## src/sv/rclm_pkg.sv

```systemverilog
// ----------------------------------------------------------------------------
// rclm_pkg
// Shared types and constants for the region cache lookup and merge block.
// ----------------------------------------------------------------------------
package rclm_pkg;

	// default table depth and fixed field widths
	localparam int ENTRIES_DEF = 16;
	localparam int SW          = 48;   // start address width
	localparam int EW          = 49;   // exclusive end address width
	localparam int LW          = 32;   // request length width
	localparam int PSW         = 5;    // page shift width
	localparam logic [PSW-1:0] PAGE_SHIFT_RST = 5'd12;

	// item opcodes
	typedef enum logic {
		OP_LOOKUP = 1'b0,
		OP_CLEAR  = 1'b1
	} opcode_t;

	// controller to datapath commands
	typedef struct packed {
		logic load;          // capture the request
		logic clear;         // empty the table, zero result
		logic scan_start;    // begin a read pass over the table
		logic scan_walk;     // pass looks for the next region in start order
		logic res_hit;       // result from the covering region
		logic init_walk;     // widen left and seed the walk
		logic absorb_next;   // take the candidate found by the last pass
		logic free_apply;    // drop absorbed entries, align the range
		logic slot_next;     // advance the free slot search
		logic res_full;      // result for a full table
		logic write_new;     // write the merged region
		logic push;          // move the staged result to the output register
	} cmd_t;

	// datapath to controller status
	typedef struct packed {
		logic scan_done;
		logic hit;
		logic walk_stop;
		logic slot_free;
		logic slot_last;
		logic out_free;
	} status_t;

endpackage

```

## src/sv/rclm_ram.sv

```systemverilog
// ----------------------------------------------------------------------------
// rclm_ram
// Generic single write port RAM with one registered read port.
// ----------------------------------------------------------------------------
module rclm_ram #(
	parameter int WIDTH = 8,
	parameter int DEPTH = 16
) (
	input  logic                     clk,
	input  logic                     we,
	input  logic [$clog2(DEPTH)-1:0] waddr,
	input  logic [WIDTH-1:0]         wdata,
	input  logic [$clog2(DEPTH)-1:0] raddr,
	output logic [WIDTH-1:0]         rdata
);

	logic [WIDTH-1:0] mem_q [DEPTH];
	logic [WIDTH-1:0] rdata_q;

	// write port and registered read
	always_ff @(posedge clk) begin
		if (we) begin
			mem_q[waddr] <= wdata;
		end
		rdata_q <= mem_q[raddr];
	end

	assign rdata = rdata_q;

endmodule

```

## src/sv/rclm_ctrl.sv

```systemverilog
// ----------------------------------------------------------------------------
// rclm_ctrl
// Sequencer for lookup, walk, compaction and result hand-off.
// ----------------------------------------------------------------------------
module rclm_ctrl (
	input  logic              clk,
	input  logic              arst_n,
	input  logic              in_valid,
	input  logic              opcode,
	output logic              in_stall,
	input  rclm_pkg::status_t st,
	output rclm_pkg::cmd_t    cmd
);
	import rclm_pkg::*;

	typedef enum logic [8:0] {
		S_IDLE  = 9'b000000001,
		S_LEFT  = 9'b000000010,
		S_CHECK = 9'b000000100,
		S_WALK  = 9'b000001000,
		S_STEP  = 9'b000010000,
		S_FREE  = 9'b000100000,
		S_SLOT  = 9'b001000000,
		S_WRITE = 9'b010000000,
		S_RES   = 9'b100000000
	} state_t;

	state_t state_q, state_d;

	assign in_stall = (state_q != S_IDLE);

	// next state and commands
	always_comb begin
		state_d = state_q;
		cmd     = '0;
		case (state_q)
			S_IDLE: begin
				if (in_valid) begin
					cmd.load = 1'b1;
					if (opcode == OP_CLEAR) begin
						cmd.clear = 1'b1;
						state_d   = S_RES;
					end else begin
						cmd.scan_start = 1'b1;
						state_d        = S_LEFT;
					end
				end
			end
			S_LEFT: begin
				if (st.scan_done) state_d = S_CHECK;
			end
			S_CHECK: begin
				if (st.hit) begin
					cmd.res_hit = 1'b1;
					state_d     = S_RES;
				end else begin
					cmd.init_walk  = 1'b1;
					cmd.scan_start = 1'b1;
					cmd.scan_walk  = 1'b1;
					state_d        = S_WALK;
				end
			end
			S_WALK: begin
				if (st.scan_done) state_d = S_STEP;
			end
			S_STEP: begin
				if (st.walk_stop) begin
					state_d = S_FREE;
				end else begin
					cmd.absorb_next = 1'b1;
					cmd.scan_start  = 1'b1;
					cmd.scan_walk   = 1'b1;
					state_d         = S_WALK;
				end
			end
			S_FREE: begin
				cmd.free_apply = 1'b1;
				state_d        = S_SLOT;
			end
			S_SLOT: begin
				if (st.slot_free) begin
					state_d = S_WRITE;
				end else if (st.slot_last) begin
					cmd.res_full = 1'b1;
					state_d      = S_RES;
				end else begin
					cmd.slot_next = 1'b1;
				end
			end
			S_WRITE: begin
				cmd.write_new = 1'b1;
				state_d       = S_RES;
			end
			S_RES: begin
				if (st.out_free) begin
					cmd.push = 1'b1;
					state_d  = S_IDLE;
				end
			end
			default: state_d = S_IDLE;
		endcase
	end

	// state register
	always_ff @(posedge clk or negedge arst_n) begin
		if (!arst_n) begin
			state_q <= S_IDLE;
		end else begin
			state_q <= state_d;
		end
	end

endmodule

```

## src/sv/rclm_dp.sv

```systemverilog
// ----------------------------------------------------------------------------
// rclm_dp
// Region table, scan pipeline, merge arithmetic and output register.
// ----------------------------------------------------------------------------
module rclm_dp #(
	parameter int ENTRIES = rclm_pkg::ENTRIES_DEF
) (
	input  logic                      clk,
	input  logic                      arst_n,
	input  logic                      cfg_we,
	input  logic [rclm_pkg::PSW-1:0]  cfg_wdata,
	input  logic [rclm_pkg::SW-1:0]   req_start,
	input  logic [rclm_pkg::LW-1:0]   req_length,
	input  rclm_pkg::cmd_t            cmd,
	output rclm_pkg::status_t         st,
	input  logic                      out_stall,
	output logic                      out_valid,
	output logic                      hit,
	output logic [3:0]                slot_index,
	output logic [rclm_pkg::SW-1:0]   region_start,
	output logic [rclm_pkg::SW-1:0]   region_length,
	output logic [4:0]                merged_count,
	output logic                      table_full
);
	import rclm_pkg::*;

	localparam int IW = $clog2(ENTRIES);
	localparam int CW = $clog2(ENTRIES + 1);
	localparam int RW = SW + EW;
	localparam logic [IW-1:0] LAST = IW'(ENTRIES - 1);

	// length of a region, saturated to the output width
	function automatic logic [SW-1:0] sat_len(input logic [EW-1:0] e, input logic [SW-1:0] s);
		logic [EW:0] d;
		d = {1'b0, e} - {2'b00, s};
		sat_len = (d[EW] || d[EW-1]) ? {SW{1'b1}} : d[SW-1:0];
	endfunction

	// configuration
	logic [PSW-1:0] page_shift_q;

	// request and walk state
	logic [SW-1:0] s_q, ns_q, cs_q;
	logic [EW-1:0] e_q, ne_q;
	logic          have_q;
	logic [IW-1:0] ci_q;
	logic [CW-1:0] cnt_q;

	// candidates from the read passes
	logic          lf_q, nf_q;
	logic [IW-1:0] left_idx_q, n_idx_q;
	logic [SW-1:0] left_start_q, n_start_q;
	logic [EW-1:0] left_end_q, n_end_q;

	// per-slot flags
	logic [ENTRIES-1:0] valid_q, absorb_q;

	// scan pipeline
	logic          scanning_q, walk_q;
	logic [IW-1:0] addr_q;
	logic          rd_vld_s1;
	logic [IW-1:0] rd_idx_s1;

	// slot search and aligned range
	logic [IW-1:0] slot_q;
	logic [SW-1:0] as_q;
	logic [EW-1:0] ae_q;

	// staged and output result
	logic          stg_hit, stg_full;
	logic [3:0]    stg_slot;
	logic [SW-1:0] stg_start, stg_len;
	logic [4:0]    stg_cnt;
	logic          out_vld_q;

	// table storage: end in the upper bits, start in the lower
	logic [RW-1:0] rdata;
	logic [SW-1:0] rd_start;
	logic [EW-1:0] rd_end;

	rclm_ram #(
		.WIDTH (RW),
		.DEPTH (ENTRIES)
	) u_ram (
		.clk   (clk),
		.we    (cmd.write_new),
		.waddr (slot_q),
		.wdata ({ae_q, as_q}),
		.raddr (addr_q),
		.rdata (rdata)
	);

	assign rd_start = rdata[SW-1:0];
	assign rd_end   = rdata[RW-1:SW];

	// candidate tests on the entry returned by the scan
	logic          left_take, walk_after, walk_better, walk_take;
	logic [EW-1:0] pm;
	logic [IW+3:0] slot_ext, left_ext;
	logic [CW+4:0] cnt_ext;

	assign left_take   = valid_q[rd_idx_s1] && (rd_start <= s_q) &&
	                     (!lf_q || rd_start >= left_start_q);
	assign walk_after  = !have_q || (cs_q < rd_start) ||
	                     (cs_q == rd_start && ci_q < rd_idx_s1);
	assign walk_better = !nf_q || (rd_start < n_start_q) ||
	                     (rd_start == n_start_q && rd_idx_s1 < n_idx_q);
	assign walk_take   = valid_q[rd_idx_s1] && walk_after && walk_better;

	assign pm       = ~({EW{1'b1}} << page_shift_q);
	assign slot_ext = {4'b0000, slot_q};
	assign left_ext = {4'b0000, left_idx_q};
	assign cnt_ext  = {5'b00000, cnt_q};

	// status to the controller
	assign st.scan_done = rd_vld_s1 && (rd_idx_s1 == LAST);
	assign st.hit       = lf_q && (left_end_q >= e_q);
	assign st.walk_stop = !nf_q || (ne_q < {1'b0, n_start_q});
	assign st.slot_free = !valid_q[slot_q];
	assign st.slot_last = (slot_q == LAST);
	assign st.out_free  = !out_vld_q || !out_stall;

	// control registers
	always_ff @(posedge clk or negedge arst_n) begin
		if (!arst_n) begin
			page_shift_q <= PAGE_SHIFT_RST;
			valid_q      <= '0;
			scanning_q   <= 1'b0;
			rd_vld_s1    <= 1'b0;
			out_vld_q    <= 1'b0;
		end else begin
			if (cfg_we) page_shift_q <= cfg_wdata;
			// table occupancy
			if (cmd.clear) begin
				valid_q <= '0;
			end else if (cmd.free_apply) begin
				valid_q <= valid_q & ~absorb_q;
			end else if (cmd.write_new) begin
				valid_q[slot_q] <= 1'b1;
			end
			// read pass sequencing
			if (cmd.scan_start) begin
				scanning_q <= 1'b1;
			end else if (scanning_q && addr_q == LAST) begin
				scanning_q <= 1'b0;
			end
			rd_vld_s1 <= scanning_q;
			// output register
			if (cmd.push) begin
				out_vld_q <= 1'b1;
			end else if (!out_stall) begin
				out_vld_q <= 1'b0;
			end
		end
	end

	// datapath registers
	always_ff @(posedge clk) begin
		rd_idx_s1 <= addr_q;
		if (cmd.scan_start) begin
			addr_q <= '0;
			walk_q <= cmd.scan_walk;
			if (cmd.scan_walk) nf_q <= 1'b0;
			else lf_q <= 1'b0;
		end else if (scanning_q) begin
			addr_q <= addr_q + IW'(1);
		end

		// candidate updates during a pass
		if (rd_vld_s1 && !walk_q && left_take) begin
			lf_q         <= 1'b1;
			left_idx_q   <= rd_idx_s1;
			left_start_q <= rd_start;
			left_end_q   <= rd_end;
		end
		if (rd_vld_s1 && walk_q && walk_take) begin
			nf_q      <= 1'b1;
			n_idx_q   <= rd_idx_s1;
			n_start_q <= rd_start;
			n_end_q   <= rd_end;
		end

		// request capture
		if (cmd.load) begin
			s_q      <= req_start;
			e_q      <= {1'b0, req_start} + {{(EW-LW){1'b0}}, req_length};
			cnt_q    <= '0;
			absorb_q <= '0;
		end

		// widen to the left and seed the walk
		if (cmd.init_walk) begin
			have_q <= lf_q;
			cs_q   <= left_start_q;
			ci_q   <= left_idx_q;
			if (lf_q && {1'b0, s_q} <= left_end_q) begin
				ns_q                 <= left_start_q;
				ne_q                 <= (left_end_q > e_q) ? left_end_q : e_q;
				absorb_q[left_idx_q] <= 1'b1;
				cnt_q                <= CW'(1);
			end else begin
				ns_q <= s_q;
				ne_q <= e_q;
			end
		end

		// absorb the next region in start order
		if (cmd.absorb_next) begin
			if (n_end_q > ne_q) ne_q <= n_end_q;
			absorb_q[n_idx_q] <= 1'b1;
			cnt_q             <= cnt_q + CW'(1);
			have_q            <= 1'b1;
			cs_q              <= n_start_q;
			ci_q              <= n_idx_q;
		end

		// page alignment and slot search
		if (cmd.free_apply) begin
			slot_q <= '0;
			as_q   <= ns_q & ~pm[SW-1:0];
			ae_q   <= (ne_q + pm) & ~pm;
		end else if (cmd.slot_next) begin
			slot_q <= slot_q + IW'(1);
		end

		// staged result
		if (cmd.clear || cmd.res_full) begin
			stg_hit   <= 1'b0;
			stg_slot  <= '0;
			stg_start <= '0;
			stg_len   <= '0;
			stg_cnt   <= '0;
			stg_full  <= cmd.res_full;
		end else if (cmd.res_hit) begin
			stg_hit   <= 1'b1;
			stg_slot  <= left_ext[3:0];
			stg_start <= left_start_q;
			stg_len   <= sat_len(left_end_q, left_start_q);
			stg_cnt   <= '0;
			stg_full  <= 1'b0;
		end else if (cmd.write_new) begin
			stg_hit   <= 1'b0;
			stg_slot  <= slot_ext[3:0];
			stg_start <= as_q;
			stg_len   <= sat_len(ae_q, as_q);
			stg_cnt   <= cnt_ext[4:0];
			stg_full  <= 1'b0;
		end

		// output payload
		if (cmd.push) begin
			hit           <= stg_hit;
			slot_index    <= stg_slot;
			region_start  <= stg_start;
			region_length <= stg_len;
			merged_count  <= stg_cnt;
			table_full    <= stg_full;
		end
	end

	assign out_valid = out_vld_q;

`ifndef SYNTHESIS
	// a result never overwrites one that is still waiting
	a_push_free: assert property (@(posedge clk) disable iff (!arst_n)
		cmd.push |-> (!out_vld_q || !out_stall))
		else $error("result pushed over a stalled transaction");

	// a new pass never starts while one is still reading
	a_scan_idle: assert property (@(posedge clk) disable iff (!arst_n)
		cmd.scan_start |-> !scanning_q)
		else $error("read pass restarted while scanning");

	// the walk only absorbs live entries, each at most once
	a_absorb_live: assert property (@(posedge clk) disable iff (!arst_n)
		cmd.absorb_next |-> (valid_q[n_idx_q] && !absorb_q[n_idx_q]))
		else $error("walk absorbed a free or absorbed slot");

	// a new region lands in a free slot and occupies it afterwards
	a_write_free: assert property (@(posedge clk) disable iff (!arst_n)
		cmd.write_new |-> (!valid_q[slot_q] ##1 valid_q[$past(slot_q)]))
		else $error("new region written over a live slot");
`endif

endmodule

```

## src/sv/region_cache_lookup_merge.sv

```systemverilog
// ----------------------------------------------------------------------------
// region_cache_lookup_merge
// Registered address region table with lookup, merge and clear.
// ----------------------------------------------------------------------------
// One transaction is handled at a time. Every lookup first reads the whole
// table from RAM, one slot a cycle, and a hit result is then staged from the
// covering region and moved to the output register once that is free. A miss
// walks the regions in start order with one further full read pass per region
// absorbed to the right of the request start plus a closing pass, then
// searches the valid bits for the lowest free slot, or reports a full table
// when none is free, before its result is loaded. A clear empties the table
// and loads a zero result once the output register is free. The single read
// port of the region RAM is why each pass reads one slot a cycle. The next
// transaction is taken in the cycle after the result is loaded into the output
// register, even while that result is stalled.
module region_cache_lookup_merge #(
	parameter int ENTRIES = rclm_pkg::ENTRIES_DEF
) (
	input  logic                     clk,
	input  logic                     arst_n,
	input  logic                     cfg_we,
	input  logic [rclm_pkg::PSW-1:0] cfg_wdata,
	input  logic                     in_valid,
	output logic                     in_stall,
	input  logic                     opcode,
	input  logic [rclm_pkg::SW-1:0]  req_start,
	input  logic [rclm_pkg::LW-1:0]  req_length,
	output logic                     out_valid,
	input  logic                     out_stall,
	output logic                     hit,
	output logic [3:0]               slot_index,
	output logic [rclm_pkg::SW-1:0]  region_start,
	output logic [rclm_pkg::SW-1:0]  region_length,
	output logic [4:0]               merged_count,
	output logic                     table_full
);
	import rclm_pkg::*;

	cmd_t    cmd;
	status_t st;

	// sequencer
	rclm_ctrl u_ctrl (
		.clk      (clk),
		.arst_n   (arst_n),
		.in_valid (in_valid),
		.opcode   (opcode),
		.in_stall (in_stall),
		.st       (st),
		.cmd      (cmd)
	);

	// table and merge datapath
	rclm_dp #(
		.ENTRIES (ENTRIES)
	) u_dp (
		.clk           (clk),
		.arst_n        (arst_n),
		.cfg_we        (cfg_we),
		.cfg_wdata     (cfg_wdata),
		.req_start     (req_start),
		.req_length    (req_length),
		.cmd           (cmd),
		.st            (st),
		.out_stall     (out_stall),
		.out_valid     (out_valid),
		.hit           (hit),
		.slot_index    (slot_index),
		.region_start  (region_start),
		.region_length (region_length),
		.merged_count  (merged_count),
		.table_full    (table_full)
	);

endmodule
```

## config.mk

```make
export PLATFORM = sky130hd
export DESIGN_NAME = region_cache_lookup_merge
export DESIGN_NICKNAME = d
export VERILOG_FILES = /design/src/sv/rclm_pkg.sv /design/src/sv/rclm_ram.sv /design/src/sv/rclm_ctrl.sv /design/src/sv/rclm_dp.sv /design/src/sv/region_cache_lookup_merge.sv
export SDC_FILE = /design/constraint.sdc
export NUM_CORES = 2
export LEC_CHECK = 0
export BUFFER_PORTS_ARGS = -buffer_cell sky130_fd_sc_hd__buf_2
export CAP_MARGIN = 20
export CORE_UTILIZATION = 35
export DETAILED_ROUTE_END_ITERATION = 10
export PLACE_DENSITY = 0.54
export SETUP_SLACK_MARGIN = 0.5
export SYNTH_ARGS = -nofsm -noshare
export SYNTH_HDL_FRONTEND = slang
export SYNTH_HIERARCHICAL = 1
export SYNTH_SLANG_ARGS = --single-unit
```

## constraint.sdc

```tcl
create_clock -name clk -period 17.05 [get_ports clk]
set_input_delay 0.8525 -clock clk [delete_from_list [all_inputs] [get_ports clk]]
set_output_delay 0.8525 -clock clk [all_outputs]
set_load 0.01 [all_outputs]
```

# --- After elaboration in Yosys (flattened, before gate mapping) ---
# Memory sizes are Yosys's and may differ from the RTL's. A register that Yosys moved wholly into a read port is not among the register bits.
# Index checks and enable logic that the tools add are counted.
# Widths: inputs -> output; s select.
op_classes:
  n_addsub: 7
  order_cmp: 18
  n_eq_ne: 21
  n_shift: 1
  muxes: 80
  n_bitwise: 11
  reduce_logical: 42
op_table:
  columns: ["operator", "n"]
  rows:
  - ["$mux 48", 9]
  - ["$mux 49", 5]
  - ["$mux 16", 7]
  - ["$sub 49x48->50", 2]
  - ["$gt 49x49->1", 2]
  - ["$not 49->49", 2]
  - ["$eq 48x48->1", 2]
  - ["$lt 48x48->1", 2]
  - ["$pmux 9 s9", 1]
  - ["$mux 9", 8]
  - ["$add 48x32->49", 1]
  - ["$add 49x49->49", 1]
  - ["$and 49x49->49", 1]
  - ["$ge 49x49->1", 1]
  - ["$le 48x49->1", 1]
  - ["$lt 49x48->1", 1]
  - ["$shl 49x5->49 const A", 1]
  - ["$and 48x48->48", 1]
  - ["$ge 48x48->1", 1]
  - ["$le 48x48->1", 1]
  - ["$not 48->48", 1]
  - ["$or 16x16->16", 3]
  - ["$mux 1", 27]
  - ["$lt 4x5->1 const B", 4]
  - ["38 further kinds", 95]
totals:
  regBits: 829
  mem_bits_rw: 1552
  output_inout_bits: 109
  memories: 1
memory_table:
  columns: ["name", "depth", "width", "rd", "rd_clocked_by_memory_dff", "write_ports", "line_no", "rtl"]
  rows:
  - ["u_dp.u_ram.mem_q", 16, 97, 1, 1, 1, "rclm_ram.sv:17", "logic [WIDTH-1:0] mem_q [DEPTH];"]

# --- Depth between registers and ports, before layout ---
logic_depth:
  ltp_word: 9
  mapped_depth: 21

# --- Cells and area by module ---
# Netlist, hierarchy kept.
modules_own_cells:
  columns: ["mod", "n_inst", "cells_each", "area_per_inst_um2"]
  rows:
  - ["rclm_ram", 1, 2484, 59818.6]
  - ["rclm_dp", 1, 4595, 48392.7]
  - ["rclm_ctrl", 1, 76, 678.2]

# --- Least setup slack after synthesis ---
# OpenSTA, ideal clock, no wires.
synth_timing:
  kind: "flip-flop to flip-flop"
  start: "register u_ctrl.state_q[6]"
  end: "register u_dp.valid_q[4]"
  setup_ns: 0.122
  arrival_ns: 12.772
  path_slack_ns: 4.156
  path_stages_with_launch: 8
  n_path_buf: 0
  period_less_slack_ns: 12.894
  cell_sequence: "dfrtp_1 -> or3_1 -> nor3_2 -> nand2_1 -> nor4b_1 -> inv_1 -> and4_1 -> a32o_1"
synth_lines:
  columns: ["item", "line_no", "rtl"]
  rows:
  - ["start, declared", "rclm_ctrl.sv:28", "state_t state_q, state_d;"]
  - ["start signal, assigned", "rclm_ctrl.sv:109", "state_q <= state_d;"]
  - ["end signal, assigned", "rclm_dp.sv:137", "valid_q <= valid_q & ~absorb_q;"]
  - ["end, declared", "rclm_dp.sv:56", "logic [ENTRIES-1:0] valid_q, absorb_q;"]

==> metrics.yaml <==
cells_and_area:
  layout.cells.non_filler: 11806
  syn_to_final_growth_pct: 13.7
  multi_input_area_sq_mm: 0.0345
  drive_gt1_frac: 0.161
  fillers: 28174
  stdcell_area_sq_mm: 0.124
  nets: 8111
  utilization: 0.401
  ff_latch_area_sq_mm: 0.0714
clock_tree:
  cts_buffer_depth: 4
  ctsResizeCount: 0
  cts.sinks: 2478
  htreeDepth: 5
  cts_buffers: 272
  insertion_delay_ps: 880
  cts_tree: "built"
  cts_root_buf: "clkbuf_16"
  cts.clk_slew.worst_paths_ps: 60
timing:
  whs_ps: 199
  drv_slew: 0
  finalHoldViolations: 0
  worst_slack_ps: 10240
  setup-violations-final: 0
  tightest_slew_ps: 1180
  layout_min_cycle_time_ps: 6810
  post-route-period-util: 0.400
  clock-skew-final_ps: 57.6
  max_freq_mhz: 147
  finalSetupTns_ps: 0
  slew_headroom: 0.213
  rsz0062_at_grt: "false"
power_and_ir_drop:
  cellLeakagePower_nw: 44.7
  seqPwrFrac: 0.426
  p_sw_mw: 5.66
  pwr-share-clk: 0.331
  irDropWorstVdd_v: 0.000114
  p_sw_frac: 0.318
  power.total_mw: 17.8
  powerDensity_mw_per_mm2: 144
  pwr-share-comb: 0.243
  p_int_mw: 12.1
critical_path:
  crit_fanout: 46
  rr_worst_depth: 13
  cp.arrival_ps: 7570
  r2r_slack_ps: 10240
  worstSetupPathType: "reg2reg"
  cp-start-kind: "flop"
  end_kind: "flop"
  critPathRequiredTime_ps: 17810
global_routing:
  grt_usage: 0.225
  antenna_found_initial: 36
  grt_max_degree: 126
  grt_pass1_wl_um: 504000
  gr-total-overflow: 0
  grt_pass1_vias: 65613
placed_design:
  numPortBuffers: 199
  post-dp-hpwl_um: 241000
  dp_slack_ps: 10300
  dp.cells: 11303
  placed_area_sq_mm: 0.115
  gp_routability_congestion: 0.930
synth:
  ys_types: 117
  syn-cell-area_sq_mm: 0.109
  ys_seq_area_frac: 0.655
  ys.flop_type: "edfxtp_1"
  synth_nets: 7805
  synth_warnings: 6
  synth_edf_count: 2157
  syn_area_per_cell_sq_um: 15.2
  synthArstFlopShare: 0.0133
  ys_seq_elements: 2478
  syn_inst: 7155
die:
  die_h_um: 560
  die_area_sq_mm: 0.313
  start_util: 0.352
  die_w_um: 560
  rows: 204
  io_pins: 200
  core-area_sq_mm: 0.309
routing:
  dr.pass1.iters: 9
  ant_nets: 0
  wl_per_cell_um: 30.5
  drc: 69
  vias_per_cell: 5.65
  wirelength_um: 360000
  num_vias: 66710
  drt_iter0_drc: 7682
run:
  drv_cap: 0
outcome:
  violations: "design-rule violations"
  status: "finished, violations left"
hold_path:
  holdPathStages: 1
  holdCritPathClass: "in2reg"
## worst paths after layout
path,end,from
min in group asynchronous,u_dp/valid_q[7]$_DFFE_PN0P_,arst_n
setup reg to reg,u_dp/stg_len[9]$_SDFFE_PP0P_,u_dp/left_end_q[48]$_DFFE_PP_
hold reg to reg,u_dp/as_q[46]$_DFFE_PP_,u_dp/ns_q[46]$_DFFE_PP_
max in group asynchronous,u_ctrl/state_q[0]$_DFFE_PN1P_,arst_n
setup / recovery,u_dp/stg_len[9]$_SDFFE_PP0P_,u_dp/left_end_q[48]$_DFFE_PP_
hold / removal,u_dp/s_q[8]$_DFFE_PP_,req_start[8]
## cell usage after synthesis, types with 19 or more instances
cell type / instances / share of area
edfxtp_1: 2157 / 0.59
ha_1: 555 / 0.064
inv_1: 518 / 0.018
mux4_2: 398 / 0.082
nand2_1: 374 / 0.013
dfxtp_1: 288 / 0.053
a21oi_1: 287 / 0.013
o21ai_0: 252 / 0.012
nor2_1: 230 / 0.0079
a21o_1: 209 / 0.014
a22oi_1: 196 / 0.014
clkbuf_1: 163 / 0.0056
nor2b_1: 125 / 0.0072
a211oi_1: 124 / 0.0085
xnor2_1: 115 / 0.0092
nand4_1: 110 / 0.0063
nor3_1: 95 / 0.0044
a221oi_1: 77 / 0.0062
nand3_1: 75 / 0.0034
xor2_1: 72 / 0.0058
mux2i_1: 59 / 0.0054
buf_2: 51 / 0.0023
and3_1: 49 / 0.0028
nand2b_1: 41 / 0.0024
a31oi_1: 37 / 0.0021
buf_1: 37 / 0.0013
o21bai_1: 33 / 0.0023
and2_1: 32 / 0.0018
dfrtp_1: 30 / 0.0069
o21a_1: 27 / 0.0019
o221ai_1: 19 / 0.0015
## state kept, by name, summed over array words and instances, names as in the netlist, 49 cells and up
register / flops
u_dp/u_ram/rdata: 97
u_dp/u_ram/mem_q: 1552
u_dp/left_end_q: 49
u_dp/n_end_q: 49
u_dp/ae_q: 49
u_dp/ne_q: 49
u_dp/e_q: 49
## cell families (layout without fill, tap and decap cells)
| logic type | count (synthesis) | count (layout) | share of synthesized area |
|---|---|---|---|
| XOR/XNOR | 187 | 187 | 0.0150 |
| other | 0 | 12 | 0 |
| AND/OR/NAND/NOR | 1226 | 1226 | 0.0559 |
| AO/OA/AOI/OAI | 1435 | 1435 | 0.0903 |
| multiplexers | 468 | 468 | 0.0889 |
| flip-flops | 2478 | 2478 | 0.655 |
| buffers and inverters | 802 | 1321 | 0.0298 |
| adder cells (fa/ha/maj) | 559 | 559 | 0.0645 |
## per-layer routing
layer,global-route usage,part of all wire,vias up
met5,0,0.000047,-
met3,0.0296,0.068,508
li1,-,-,28495
met1,0.317,0.43,34972
met4,0.0758,0.037,4
met2,0.360,0.46,2731
## repair_timing
action,CTS,global route
setup endpoints to repair,0,0
setup buffers,0,0
endpoints found under the hold margin,0,5
hold buffers,0,1
## worst max-delay path, stage by stage, from the launching register on
cell and delay, ps:
edfxtp_1 590, ha_1 420, nand4_1 130, nor4_1 660, and3_1 420, o21ai_0 130, a21oi_1 590, a2111oi_2 150
a21boi_0 830, and3_4 840, inv_1 600, nand2_1 900, o21ai_0 180, a221oi_1 230
## placed cells by master, fill, tap and decap left out, types with 33 or more instances in the layout
cell type,synthesis,layout
xnor2_1,115,115
buf_4,11,104
clkbuf_16,0,278
mux4_2,398,398
o21ai_0,252,252
nor3_1,95,91
edfxtp_1,2157,2157
o21bai_1,33,33
clkinv_2,0,53
xor2_1,72,72
nand2b_1,41,41
buf_2,51,199
a211oi_1,124,124
mux2i_1,59,59
a221oi_1,77,77
nand2_1,374,374
ha_1,555,555
a21oi_1,287,286
inv_1,518,517
nor2b_1,125,123
clkbuf_1,163,58
nor2_1,230,214
a31oi_1,37,37
nand3_1,75,75
a21o_1,209,209
nand4_1,110,110
and3_1,49,48
a22oi_1,196,196
dfxtp_1,288,286
## final cells by class
type / instances / area share
sequential: 2478 / 0.577
multi-input combinational: 3875 / 0.279
clock buffer: 352 / 0.0597
tap: 4120 / 0.0416
timing repair buffer: 315 / 0.0161
inverter: 519 / 0.0158
clock inverter: 135 / 0.0113
antenna: 12 / 0.000243
## power groups by stage
stage	Combinational, mW	Clock [mW]	Sequential, mW
5_1_grt	4.65	6.23	7.60
2_1_floorplan	2.89	0	7.36
6_report	4.32	5.90	7.59
3_5_place_dp	4.29	0	7.69
3_3_place_gp	4.29	0	7.68
4_1_cts	4.32	6.01	7.57
Note: power is estimated with default switching activity, not from simulation.
